--- src/hw/rtl/tddc_pkg.sv ---
// Package for the texture descriptor decode and check block.
// Holds the payload types, error codes and tile and dimension codes.
// No dependencies; used by the channel interfaces and the top level.
package tddc_pkg;

	typedef struct packed {
		logic [31:0] word0;
		logic [31:0] word1;
		logic [31:0] word2;
		logic [31:0] word3;
		logic [31:0] word4;
		logic [31:0] word5;
		logic [31:0] word6;
		logic [31:0] word7;
	} desc_t;

	typedef struct packed {
		logic [4:0]  error_code;
		logic [47:0] base_address;
		logic [14:0] width;
		logic [14:0] height;
		logic [12:0] depth_or_last_slice;
		logic [12:0] base_slice;
		logic [12:0] mip_levels;
		logic [5:0]  tile_and_dim;
		logic [8:0]  pixel_format;
		logic [11:0] channel_selects;
		logic [47:0] dcc_address;
		logic        dcc_alpha_msb;
	} result_t;

	localparam logic [4:0] ERR_NONE          = 5'd0;
	localparam logic [4:0] ERR_NULL_BASE     = 5'd1;
	localparam logic [4:0] ERR_BAD_SELECT    = 5'd2;
	localparam logic [4:0] ERR_MIN_LOD       = 5'd3;
	localparam logic [4:0] ERR_CORNER        = 5'd4;
	localparam logic [4:0] ERR_PRT_DEFAULT   = 5'd5;
	localparam logic [4:0] ERR_ARRAY_PITCH   = 5'd6;
	localparam logic [4:0] ERR_MSAA          = 5'd7;
	localparam logic [4:0] ERR_BC_SWIZZLE    = 5'd8;
	localparam logic [4:0] ERR_BASE_PAST_LAST = 5'd9;
	localparam logic [4:0] ERR_UNKNOWN_TILE  = 5'd10;
	localparam logic [4:0] ERR_UNKNOWN_TYPE  = 5'd11;
	localparam logic [4:0] ERR_BASE_PAST_MAX = 5'd12;
	localparam logic [4:0] ERR_XOR_ALIGN     = 5'd13;
	localparam logic [4:0] ERR_SHAPE_1D      = 5'd14;
	localparam logic [4:0] ERR_SHAPE_2D      = 5'd15;
	localparam logic [4:0] ERR_BASE_3D       = 5'd16;
	localparam logic [4:0] ERR_ARRAY_BASE    = 5'd17;
	localparam logic [4:0] ERR_CUBE_SQUARE   = 5'd18;
	localparam logic [4:0] ERR_CUBE_BASE     = 5'd19;
	localparam logic [4:0] ERR_CUBE_SIX      = 5'd20;

	// Raw tile mode field values and their dense codes.
	localparam logic [4:0] TILE_RAW_LINEAR  = 5'h00;
	localparam logic [4:0] TILE_RAW_STD256  = 5'h01;
	localparam logic [4:0] TILE_RAW_STD4K   = 5'h05;
	localparam logic [4:0] TILE_RAW_STD64K  = 5'h09;
	localparam logic [4:0] TILE_RAW_Z64K_X  = 5'h18;
	localparam logic [4:0] TILE_RAW_S64K_X  = 5'h19;
	localparam logic [4:0] TILE_RAW_D64K_X  = 5'h1a;
	localparam logic [4:0] TILE_RAW_R64K_X  = 5'h1b;

	localparam logic [2:0] TILE_LINEAR  = 3'd0;
	localparam logic [2:0] TILE_STD256  = 3'd1;
	localparam logic [2:0] TILE_STD4K   = 3'd2;
	localparam logic [2:0] TILE_STD64K  = 3'd3;
	localparam logic [2:0] TILE_Z64K_X  = 3'd4;
	localparam logic [2:0] TILE_S64K_X  = 3'd5;
	localparam logic [2:0] TILE_D64K_X  = 3'd6;
	localparam logic [2:0] TILE_R64K_X  = 3'd7;

	// Raw resource type values and their dense dimension codes.
	localparam logic [3:0] TYPE_RAW_1D       = 4'd8;
	localparam logic [3:0] TYPE_RAW_2D       = 4'd9;
	localparam logic [3:0] TYPE_RAW_3D       = 4'd10;
	localparam logic [3:0] TYPE_RAW_CUBE     = 4'd11;
	localparam logic [3:0] TYPE_RAW_2D_ARRAY = 4'd13;

	localparam logic [2:0] DIM_1D       = 3'd0;
	localparam logic [2:0] DIM_2D       = 3'd1;
	localparam logic [2:0] DIM_3D       = 3'd2;
	localparam logic [2:0] DIM_CUBE     = 3'd3;
	localparam logic [2:0] DIM_2D_ARRAY = 3'd4;

	// Reciprocal of six in 16 fractional bits; exact floor for values up to 8192.
	localparam logic [13:0] RECIP6 = 14'd10923;

endpackage

--- src/hw/rtl/tddc_desc_if.sv ---
// Valid/ready channel that carries one image descriptor per beat.
// Depends on tddc_pkg for the payload type.
interface tddc_desc_if;
	logic            valid;
	logic            ready;
	tddc_pkg::desc_t payload;

	modport source (output valid, output payload, input ready);
	modport sink (input valid, input payload, output ready);
endinterface

--- src/hw/rtl/tddc_result_if.sv ---
// Valid/ready channel that carries one decoded result per beat.
// Depends on tddc_pkg for the payload type.
interface tddc_result_if;
	logic              valid;
	logic              ready;
	tddc_pkg::result_t payload;

	modport source (output valid, output payload, input ready);
	modport sink (input valid, input payload, output ready);
endinterface

--- src/hw/rtl/texture_descriptor_decode_check_core.sv ---
// Top level of the texture descriptor decode and check block.
// Depends on tddc_pkg, tddc_desc_if and tddc_result_if.
//
// Usage:
//   desc carries one 8-dword image descriptor per beat; result carries the
//   decoded fields and an error code, one beat for every descriptor, in order.
//   A nonzero error code names the first failed check, and then every other
//   result field is zero.
//   A descriptor is captured in the input register and its result in the
//   result register, which offers the beat on result. The decode and all
//   checks are one pass of logic between the input register and the result
//   register, so a descriptor can be taken in every cycle while the receiver
//   takes every result, one per cycle sustained.
//   When the receiver stalls, the result register holds its beat and the
//   input register still takes one more descriptor; desc.ready drops only
//   when both registers are full.
//   Reset clears both valid flags; no result is pending after reset.
module texture_descriptor_decode_check_core (
	input  logic                 clk,
	input  logic                 arst_n,
	tddc_desc_if.sink            desc,
	tddc_result_if.source        result
);

	tddc_pkg::desc_t   desc_s1;
	logic              valid_s1;
	tddc_pkg::result_t res_s2;
	logic              valid_s2;
	tddc_pkg::result_t res_d;
	logic              adv_s2;

	assign adv_s2     = !valid_s2 || result.ready;
	assign desc.ready = !valid_s1 || adv_s2;

	always_ff @(posedge clk or negedge arst_n) begin
		if (!arst_n) begin
			valid_s1 <= 1'b0;
			valid_s2 <= 1'b0;
		end else begin
			if (desc.ready) begin
				valid_s1 <= desc.valid;
			end
			if (adv_s2) begin
				valid_s2 <= valid_s1;
			end
		end
	end

	always_ff @(posedge clk) begin
		if (desc.ready) begin
			desc_s1 <= desc.payload;
		end
		if (adv_s2) begin
			res_s2 <= res_d;
		end
	end

	assign result.valid   = valid_s2;
	assign result.payload = res_s2;

	// Field extraction.
	logic [39:0] base40;
	logic [47:0] base_addr;
	logic [11:0] min_lod;
	logic [8:0]  format;
	logic [14:0] width;
	logic [14:0] height;
	logic [11:0] sels;
	logic [3:0]  base_lvl;
	logic [3:0]  last_lvl;
	logic [3:0]  last_clamped;
	logic [4:0]  tile_raw;
	logic [2:0]  bc_swz;
	logic [3:0]  type_raw;
	logic [12:0] depth;
	logic [12:0] base_arr;
	logic [3:0]  pitch;
	logic [3:0]  max_mip;
	logic        corner;
	logic        prt;
	logic        msaa;
	logic        meta_on;
	logic        alpha;
	logic [39:0] meta40;

	assign base40    = {desc_s1.word1[7:0], desc_s1.word0};
	assign base_addr = {base40, 8'h00};
	assign min_lod   = desc_s1.word1[19:8];
	assign format    = desc_s1.word1[28:20];
	assign width     = {1'b0, desc_s1.word2[11:0], desc_s1.word1[31:30]} + 15'd1;
	assign height    = {1'b0, desc_s1.word2[27:14]} + 15'd1;
	assign sels      = desc_s1.word3[11:0];
	assign base_lvl  = desc_s1.word3[15:12];
	assign last_lvl  = desc_s1.word3[19:16];
	assign tile_raw  = desc_s1.word3[24:20];
	assign bc_swz    = desc_s1.word3[27:25];
	assign type_raw  = desc_s1.word3[31:28];
	assign depth     = desc_s1.word4[12:0];
	assign base_arr  = desc_s1.word4[28:16];
	assign pitch     = desc_s1.word5[3:0];
	assign max_mip   = desc_s1.word5[7:4];
	assign corner    = desc_s1.word5[23];
	assign prt       = desc_s1.word5[26];
	assign msaa      = desc_s1.word6[10];
	assign meta_on   = desc_s1.word6[21];
	assign alpha     = desc_s1.word6[22];
	assign meta40    = {desc_s1.word7, desc_s1.word6[31:24]};

	assign last_clamped = (last_lvl > max_mip) ? max_mip : last_lvl;

	// Channel selects: only 2 and 3 are illegal codes.
	logic sel_bad;
	always_comb begin
		sel_bad = 1'b0;
		for (int i = 0; i < 4; i++) begin
			if (!(sels[3*i +: 3] inside {3'd0, 3'd1, [3'd4:3'd7]})) begin
				sel_bad = 1'b1;
			end
		end
	end

	logic [2:0] tile;
	logic       tile_ok;
	always_comb begin
		tile_ok = 1'b1;
		case (tile_raw)
			tddc_pkg::TILE_RAW_LINEAR: tile = tddc_pkg::TILE_LINEAR;
			tddc_pkg::TILE_RAW_STD256: tile = tddc_pkg::TILE_STD256;
			tddc_pkg::TILE_RAW_STD4K:  tile = tddc_pkg::TILE_STD4K;
			tddc_pkg::TILE_RAW_STD64K: tile = tddc_pkg::TILE_STD64K;
			tddc_pkg::TILE_RAW_Z64K_X: tile = tddc_pkg::TILE_Z64K_X;
			tddc_pkg::TILE_RAW_S64K_X: tile = tddc_pkg::TILE_S64K_X;
			tddc_pkg::TILE_RAW_D64K_X: tile = tddc_pkg::TILE_D64K_X;
			tddc_pkg::TILE_RAW_R64K_X: tile = tddc_pkg::TILE_R64K_X;
			default: begin
				tile    = tddc_pkg::TILE_LINEAR;
				tile_ok = 1'b0;
			end
		endcase
	end

	logic [2:0] dim;
	logic       dim_ok;
	always_comb begin
		dim_ok = 1'b1;
		case (type_raw)
			tddc_pkg::TYPE_RAW_1D:       dim = tddc_pkg::DIM_1D;
			tddc_pkg::TYPE_RAW_2D:       dim = tddc_pkg::DIM_2D;
			tddc_pkg::TYPE_RAW_3D:       dim = tddc_pkg::DIM_3D;
			tddc_pkg::TYPE_RAW_CUBE:     dim = tddc_pkg::DIM_CUBE;
			tddc_pkg::TYPE_RAW_2D_ARRAY: dim = tddc_pkg::DIM_2D_ARRAY;
			default: begin
				dim    = tddc_pkg::DIM_1D;
				dim_ok = 1'b0;
			end
		endcase
	end

	// Cube slice count modulo six. The count is only judged once the base
	// slice is known not to pass the depth, so it lies in 1..8192.
	logic [13:0] slices;
	logic [27:0] slices_prod;
	logic [11:0] slices_div6;
	logic [13:0] slices_rem;
	assign slices      = {1'b0, depth} - {1'b0, base_arr} + 14'd1;
	assign slices_prod = slices * tddc_pkg::RECIP6;
	assign slices_div6 = slices_prod[27:16];
	assign slices_rem  = slices - ({slices_div6, 2'b00} + {1'b0, slices_div6, 1'b0});

	logic xor_tile;
	assign xor_tile = (tile == tddc_pkg::TILE_Z64K_X) || (tile == tddc_pkg::TILE_S64K_X)
		|| (tile == tddc_pkg::TILE_D64K_X) || (tile == tddc_pkg::TILE_R64K_X);

	logic [4:0] err;
	always_comb begin
		err = tddc_pkg::ERR_NONE;
		if (base40 == 40'd0) begin
			err = tddc_pkg::ERR_NULL_BASE;
		end else if (sel_bad) begin
			err = tddc_pkg::ERR_BAD_SELECT;
		end else if (min_lod != 12'd0) begin
			err = tddc_pkg::ERR_MIN_LOD;
		end else if (corner) begin
			err = tddc_pkg::ERR_CORNER;
		end else if (prt) begin
			err = tddc_pkg::ERR_PRT_DEFAULT;
		end else if (pitch != 4'd0) begin
			err = tddc_pkg::ERR_ARRAY_PITCH;
		end else if (msaa) begin
			err = tddc_pkg::ERR_MSAA;
		end else if (bc_swz != 3'd0) begin
			err = tddc_pkg::ERR_BC_SWIZZLE;
		end else if (base_lvl > last_lvl) begin
			err = tddc_pkg::ERR_BASE_PAST_LAST;
		end else if (!tile_ok) begin
			err = tddc_pkg::ERR_UNKNOWN_TILE;
		end else if (!dim_ok) begin
			err = tddc_pkg::ERR_UNKNOWN_TYPE;
		end else if (base_lvl > max_mip) begin
			err = tddc_pkg::ERR_BASE_PAST_MAX;
		end else if (xor_tile && (base_addr[15:0] != 16'd0)) begin
			err = tddc_pkg::ERR_XOR_ALIGN;
		end else begin
			case (dim)
				tddc_pkg::DIM_1D: begin
					if (height != 15'd1 || depth != 13'd0 || base_arr != 13'd0) begin
						err = tddc_pkg::ERR_SHAPE_1D;
					end
				end
				tddc_pkg::DIM_2D: begin
					if (depth != 13'd0 || base_arr != 13'd0) begin
						err = tddc_pkg::ERR_SHAPE_2D;
					end
				end
				tddc_pkg::DIM_3D: begin
					if (base_arr != 13'd0) begin
						err = tddc_pkg::ERR_BASE_3D;
					end
				end
				tddc_pkg::DIM_2D_ARRAY: begin
					if (base_arr > depth) begin
						err = tddc_pkg::ERR_ARRAY_BASE;
					end
				end
				default: begin
					if (width != height) begin
						err = tddc_pkg::ERR_CUBE_SQUARE;
					end else if (base_arr > depth) begin
						err = tddc_pkg::ERR_CUBE_BASE;
					end else if (slices_rem != 14'd0) begin
						err = tddc_pkg::ERR_CUBE_SIX;
					end
				end
			endcase
		end
	end

	always_comb begin
		res_d = '0;
		res_d.error_code = err;
		if (err == tddc_pkg::ERR_NONE) begin
			res_d.base_address        = base_addr;
			res_d.width               = width;
			res_d.height              = height;
			res_d.depth_or_last_slice = depth;
			res_d.base_slice          = base_arr;
			res_d.mip_levels          = {{1'b0, max_mip} + 5'd1, base_lvl, last_clamped};
			res_d.tile_and_dim        = {tile, dim};
			res_d.pixel_format        = format;
			res_d.channel_selects     = sels;
			res_d.dcc_address         = meta_on ? {meta40, 8'h00} : 48'd0;
			res_d.dcc_alpha_msb       = alpha;
		end
	end

	// An accepted descriptor always lands in the input register.
	a_accept_fills_s1: assert property (@(posedge clk) disable iff (!arst_n)
		desc.valid && desc.ready |=> valid_s1)
		else $error("accepted descriptor did not reach the input register");

	// A failed check leaves the base address, width, mip levels and DCC address at zero.
	a_error_zeroes: assert property (@(posedge clk) disable iff (!arst_n)
		valid_s2 && (res_s2.error_code != tddc_pkg::ERR_NONE)
		|-> (res_s2.base_address == 48'd0) && (res_s2.width == 15'd0)
			&& (res_s2.mip_levels == 13'd0) && (res_s2.dcc_address == 48'd0))
		else $error("nonzero error code with nonzero decoded fields");

	// The clamped last level never reaches the mip count.
	a_last_level_clamped: assert property (@(posedge clk) disable iff (!arst_n)
		valid_s2 && (res_s2.error_code == tddc_pkg::ERR_NONE)
		|-> ({1'b0, res_s2.mip_levels[3:0]} < res_s2.mip_levels[12:8]))
		else $error("last mip level not clamped below the mip count");

endmodule

--- src/flat_wrapper.sv ---
// flat-port wrapper written by rule: the top's interface ports become plain ports
module texture_descriptor_decode_check_core_flat 
  (clk, arst_n, desc_valid, desc_payload, desc_ready, result_valid, result_payload, result_ready);
  tddc_desc_if desc_i ();
  tddc_result_if result_i ();
  input  logic clk;
  input  logic arst_n;
  input wire logic [$bits(desc_i.valid)-1:0] desc_valid;
  input wire logic [$bits(desc_i.payload)-1:0] desc_payload;
  output wire logic [$bits(desc_i.ready)-1:0] desc_ready;
  output wire logic [$bits(result_i.valid)-1:0] result_valid;
  output wire logic [$bits(result_i.payload)-1:0] result_payload;
  input wire logic [$bits(result_i.ready)-1:0] result_ready;
  assign desc_i.valid = desc_valid;
  assign desc_i.payload = desc_payload;
  assign desc_ready = desc_i.ready;
  assign result_valid = result_i.valid;
  assign result_payload = result_i.payload;
  assign result_i.ready = result_ready;
  texture_descriptor_decode_check_core u_core (.clk(clk), .arst_n(arst_n), .desc(desc_i), .result(result_i));
endmodule
--- config.mk ---
export PLATFORM = sky130hd
export DESIGN_NAME = texture_descriptor_decode_check_core_flat
export DESIGN_NICKNAME = d
export VERILOG_FILES = /design/src/hw/rtl/tddc_pkg.sv /design/src/hw/rtl/tddc_desc_if.sv /design/src/hw/rtl/tddc_result_if.sv /design/src/hw/rtl/texture_descriptor_decode_check_core.sv /design/src/flat_wrapper.sv
export SDC_FILE = /design/constraint.sdc
export NUM_CORES = 1
export LEC_CHECK = 0
export BUFFER_PORTS_ARGS = -buffer_cell sky130_fd_sc_hd__buf_4
export CAP_MARGIN = 15
export CORE_MARGIN = 10
export CORE_UTILIZATION = 27
export DETAILED_ROUTE_END_ITERATION = 8
export HOLD_SLACK_MARGIN = 0.12
export PLACE_DENSITY = 0.59
export SLEW_MARGIN = 20
export SYNTH_ARGS = -nofsm -noshare
export SYNTH_HDL_FRONTEND = slang
export SYNTH_SLANG_ARGS = --single-unit
--- constraint.sdc ---
create_clock -name clk -period 11 [get_ports clk]
set_input_delay 0.55 -clock clk [delete_from_list [all_inputs] [get_ports clk]]
set_output_delay 0.55 -clock clk [all_outputs]
set_load 0.01 [all_outputs]
* Yosys cells after proc, flatten, opt, wreduce, memory -nomap -nowiden
Cells that the tools add are included.
W data, S select, Z words.
** Word-level totals
- Logic and storage cells :: 136
- Flip-flop bits (word level) :: 444
** Cells by class
- Reductions and logical operators :: 37
- Muxes and demuxes :: 30
- Eq/ne operators :: 25
- Add/subtract/negate cells :: 7
- $mul :: 1
- Magnitude comparators :: 12
** Operator list (count)
- $mux W5 :: 18
- $logic_not A40 Y1 :: 1
- $add A14 B1 Y15 const B :: 2
- $mul A14 B14 Y28 const B :: 1
- $reduce_bool A13 Y1 :: 2
- $pmux W3 S7 :: 1
- $eq A4 B4 Y1 const B :: 5
- $eq A5 B5 Y1 const B :: 4
- $pmux W5 S4 :: 1
- $reduce_bool A16 Y1 :: 1
- $eq A3 B1 Y1 const B :: 5
- $eq A3 B3 Y1 const B :: 5
- $logic_not A3 Y1 :: 5
- $ne A15 B1 Y1 const B :: 1
- $ne A15 B15 Y1 :: 1
- $reduce_bool A3 Y1 :: 5
- $add A14 B1 Y14 const B :: 1
- $add A14 B13 Y14 :: 1
- $reduce_bool A14 Y1 :: 1
- $sub A13 B13 Y14 :: 1
- $sub A14 B14 Y14 :: 1
- $gt A13 B13 Y1 :: 1
- $ge A3 B3 Y1 const B :: 4
- $gt A4 B4 Y1 :: 3
- 18 further kinds :: 41

* Logic depth before layout (Yosys ltp)
- Depth in word-level cells :: 25
- Mapped depth :: 48
- Depth with buffers taken out :: 45

* Worst setup path before layout
OpenSTA, ideal clock, no wires.
- Path kind :: flip-flop to flip-flop
- From :: reg u_core.desc_s1, in the netlist u_core.base_arr[1]
- To :: reg u_core.res_s2, in the netlist u_core.result.payload[43], data pin
- Required time :: 10.744 ns
- Path slack :: 0.538 ns
- Arrival time :: 10.207 ns
- Buffers on the path :: 2
- Stages on the path, launching flop included :: 44
- Cells stage by stage :: edfxtp_1 -> ha_1 -> fa_1 -> nor2b_1 -> o21ai_0 -> a21boi_0 -> o21ai_0 -> nand2b_1 -> a21o_1 -> a21o_1 -> a311o_1 -> xor2_1 -> ha_1 -> ha_1 -> inv_1 -> fa_1 -> inv_1 -> fa_1 -> [8 not listed] -> a41oi_1 -> o21bai_1 -> a21o_1 -> a21o_1 -> xnor2_1 -> fa_1 -> ha_1 -> a211o_1 -> a21o_1 -> nand2_1 -> xnor2_1 -> nor4_1 -> o21a_1 -> o311ai_1 -> o31ai_4 -> buf_4 -> buf_2 -> and4_1
** On the way
- Cells in the longest elaborated chain, start to end :: 25
** Ends and longest elaborated chain
- from (decl) :: RTL line texture_descriptor_decode_check_core.sv:25 : tddc_pkg::desc_t desc_s1;
- from (signal assigned) :: RTL line texture_descriptor_decode_check_core.sv:51 : desc_s1 <= desc.payload;
- $sub A13 B13 Y14 :: RTL line texture_descriptor_decode_check_core.sv:165 : assign slices = {1'b0, depth} - {1'b0, base_arr} + 14'd1;
- $add A14 B1 Y14 :: RTL line texture_descriptor_decode_check_core.sv:165
- $mul A14 B14 Y28 :: RTL line texture_descriptor_decode_check_core.sv:166 : assign slices_prod = slices * tddc_pkg::RECIP6;
- $add A14 B13 Y14 :: RTL line texture_descriptor_decode_check_core.sv:168 : assign slices_rem = slices - ({slices_div6, 2'b00} + {1'b0, slices_div6, 1'b0});
- $sub A14 B14 Y14 :: RTL line texture_descriptor_decode_check_core.sv:168
- $reduce_bool A14 Y1 :: RTL line texture_descriptor_decode_check_core.sv:230 : end else if (slices_rem != 14'd0) begin
- $mux W5 :: RTL line texture_descriptor_decode_check_core.sv:230
- $mux W5 :: RTL line texture_descriptor_decode_check_core.sv:228 : end else if (base_arr > depth) begin
- [9 not listed]
- $mux W5 * :: RTL line texture_descriptor_decode_check_core.sv:187 : end else if (pitch != 4'd0) begin
- $mux W5 * :: RTL line texture_descriptor_decode_check_core.sv:185 : end else if (prt) begin
- $mux W5 * :: RTL line texture_descriptor_decode_check_core.sv:183 : end else if (corner) begin
- $mux W5 * :: RTL line texture_descriptor_decode_check_core.sv:181 : end else if (min_lod != 12'd0) begin
- $mux W5 * :: RTL line texture_descriptor_decode_check_core.sv:179 : end else if (sel_bad) begin
- $mux W5 * :: RTL line texture_descriptor_decode_check_core.sv:177 : if (base40 == 40'd0) begin
- $logic_not A5 Y1 * :: RTL line texture_descriptor_decode_check_core.sv:241 : if (err == tddc_pkg::ERR_NONE) begin
- $reduce_and A2 Y1 (no line) *
- to (signal assigned) :: RTL line texture_descriptor_decode_check_core.sv:54 : res_s2 <= res_d;
- to (decl) :: RTL line texture_descriptor_decode_check_core.sv:27 : tddc_pkg::result_t res_s2;
Every way passes the cells marked *; elsewhere a longest branch is shown, timed or not.
A chain may end at the register's enable or synchronous reset.

* Worst setup path in the final report
- From :: reg u_core.desc_s1, in the netlist u_core.base_arr[1]
- To :: reg u_core.res_s2, in the netlist u_core.result.payload[10], data pin
Same word-level chain as after synthesis.

==> results.sh <==
export IMPL_outcome="complete, no violations"
export IMPL_syn_to_final_growth_pct=37.65
export IMPL_post_route_min_period_ns=10.61
export IMPL_drive_above_1_share=0.2925
export IMPL_fin_ws_ns=0.3853
export IMPL_required_ns=11.43
export IMPL_worstSetupStartpointType="flop"
export IMPL_start_util=0.2717
export IMPL_antenna_left=0
export IMPL_ys_warn_count=0
export IMPL_synth_seq_cells=384
export IMPL_die_y_um=293.3
export IMPL_critPathMaxFanout=6
export IMPL_seq_area_frac_synth=0.5715
export IMPL_num_io_pins=460
export IMPL_synthesis_area_per_instance_um2=13.51
export IMPL_fmax_ghz=0.09421
export IMPL_dp_hpwl_um=47510
export IMPL_grt_ovfl_total=0
export IMPL_synth_area_top_cells="edfxtp_1, ha_1, fa_1"
export IMPL_cp_buffers_inverters=13
export IMPL_critPathSlowestCell="fa_1"
export IMPL_reg2reg_slack_ns=0.39
export IMPL_finalCritPeriodShare=0.9650
export IMPL_maxSlewHeadroom=0.2788
export IMPL_grt_max_degree=116
export IMPL_core_mm2=0.07420
export IMPL_synth_flop_cell="edfxtp_1"
export IMPL_cp_slowest_stage_delay_ns=0.54
export IMPL_drv_cap=0
export IMPL_vias=14320
export IMPL_synth_top_area_cell="edfxtp_1"
export IMPL_crit_arrival_ns=11.04
export IMPL_wl_per_cell_um=20.67
export IMPL_synthArstFlopShare=0.005208
export IMPL_setup_viol_count_final=0
export IMPL_finClkSkew_ns=0.03830
export IMPL_drc_errors=0
export IMPL_area_sequential_mm2=0.01152
export IMPL_min_path_type="in2reg"
export IMPL_grt_pass1_vias=14970
export IMPL_cts_tree="done"
export IMPL_clock_path_buffers=3
export IMPL_synthesis_area_mm2=0.02016
export IMPL_endpoint_kind="flop"
export IMPL_fp_dieW_um=293.3
export IMPL_min_to="u_core.desc_s1[209]"
export IMPL_cts_made_buffers=44
export IMPL_num_rows=100
export IMPL_antenna_found_initial=8
export IMPL_clkSinkCount=384
export IMPL_track_usage=0.1379
export IMPL_r2r_start="u_core.base_arr[1]"
export IMPL_yosys_area_top_type_share=0.5690
export IMPL_place_gp_congestion=0.8690
export IMPL_fin_hold_ws_ns=0.1536
export IMPL_crit_type="reg2reg"
export IMPL_root_buffer="clkbuf_16"
export IMPL_place_area_mm2=0.02484
export IMPL_cts_max_level=2
export IMPL_path_clk_slew_ns=0.06
export IMPL_yosys_top_cells_count="edfxtp_1, inv_1, ha_1"
export IMPL_syn_inst=1492
export IMPL_layout_cells_non_filler=3097
export IMPL_fillers=7079
export IMPL_critPathTopFamily="adder cells"
export IMPL_synth_most_common_cell="edfxtp_1"
export IMPL_pre_cts_ws_ns=-0.1648
export IMPL_fin_area_mm2=0.02775
export IMPL_maxSlewViolCount=0
export IMPL_synth_distinct_cells=72
export IMPL_die_area_mm2=0.08600
export IMPL_r2r_cells=48
export IMPL_drt_wl_total_um=64000
export IMPL_post_place_cells=2904
export IMPL_clk_latency_ns=0.60
export IMPL_synth_edf_count=382
export IMPL_hold_violations=0
export IMPL_nets=2574
export IMPL_hold_path_depth=1
export IMPL_tightest_slew_ns=1.082
export IMPL_hold_start="desc_payload[209]"
export IMPL_multi_input_area_mm2=0.007984
export IMPL_drt_pre_antenna_iters=5
export IMPL_drt_iter0_markers=943
export IMPL_reg2reg_to="u_core.result.payload[10]"
export IMPL_viasPerCell=4.624
export IMPL_grt_pass1_wl_um=90860
export IMPL_io_buffers=387
## final cells by class
| type | instances | area share |
|---|---|---|
| antenna | 5 | 0.0004509 |
| multi-input combinational | 886 | 0.2877 |
| sequential | 384 | 0.4151 |
| clock buffer | 54 | 0.04179 |
| timing repair buffer | 601 | 0.1802 |
| tap | 969 | 0.04369 |
| inverter | 173 | 0.02340 |
| clock inverter | 25 | 0.007619 |
## stage by stage
step                        util  setup TNS [ns]
final                     0.3740               0
after detailed placement  0.3347          -16.20
after global placement    0.3347          -18.03
after CTS                 0.3657               0
after global routing      0.3740          -4.158
after floorplan                -               0
## state kept, by name (all words and copies together) (netlist names)
register	count
u_core.result.valid	1
u_core.corner	1
u_core.base40	40
u_core.base_arr	13
u_core.base_lvl	4
u_core.valid_s1	1
u_core.alpha	1
u_core.depth	13
u_core.bc_swz	3
u_core.desc_s1	125
u_core.result.payload	182
## repair_timing
action,CTS,global route
setup buffers,3,6
resized for setup,7,58
pin swaps,1,23
endpoints found under the setup margin,175,178
hold endpoints to repair,88,4
gates cloned,0,11
hold buffers,87,4
## worst max path at each step
stage	from	to	slack [ns]	cells after the start
finish	u_core.base_arr[1]	u_core.result.payload[10]	0.39	48
global route	u_core.base_arr[1]	u_core.result.payload[37]	-0.08	48
CTS	u_core.base_arr[1]	u_core.result.payload[43]	0.001	46
detailed placement	u_core.base_arr[1]	u_core.result.payload[14]	-0.16	46
global placement	u_core.base_arr[1]	u_core.result.payload[14]	-0.16	46
floorplan	u_core.base_arr[1]	u_core.result.payload[43]	0.54	43
## cell usage in the layout, fill, tap and decap left out, types with 7 or more instances in the layout
master and instances:
buf_4 490, edfxtp_1 382, inv_1 172, ha_1 149
and3_1 113, dlygate4sd3_1 91, fa_1 69, clkbuf_16 53
xnor2_1 46, and4_1 43, nand2_1 38, nor2_1 35
a21oi_1 29, nand3_1 28, and3b_1 26, xor2_1 25
nor4_1 25, nor3_1 24, o21ai_0 23, nand4_1 23
nor2b_1 17, a21o_1 16, conb_1 16, nand2b_1 11
o21a_1 10, clkbuf_1 9, clkinv_1 8, a211oi_1 7
## routing by layer
| metal | track usage | wire (um) |
|---|---|---|
| met1 | 0.1676 | 26390 |
| met2 | 0.2319 | 30910 |
| met3 | 0.03947 | 4569 |
| met4 | 0.04628 | 2109 |
| met5 | 0 | 26 |
## kinds of logic after synthesis
logic type	share of synthesized area
other cells	0.0001860
simple gates	0.1303
flops	0.5715
fa+ha+maj	0.1647
compound gates	0.04841
mux	0.001552
xor+xnor	0.03413
buf+inv	0.04928
Power is left out: the tool's default activity adds up to more than one toggle a clock period on the data nets, which glitch-free logic cannot reach.
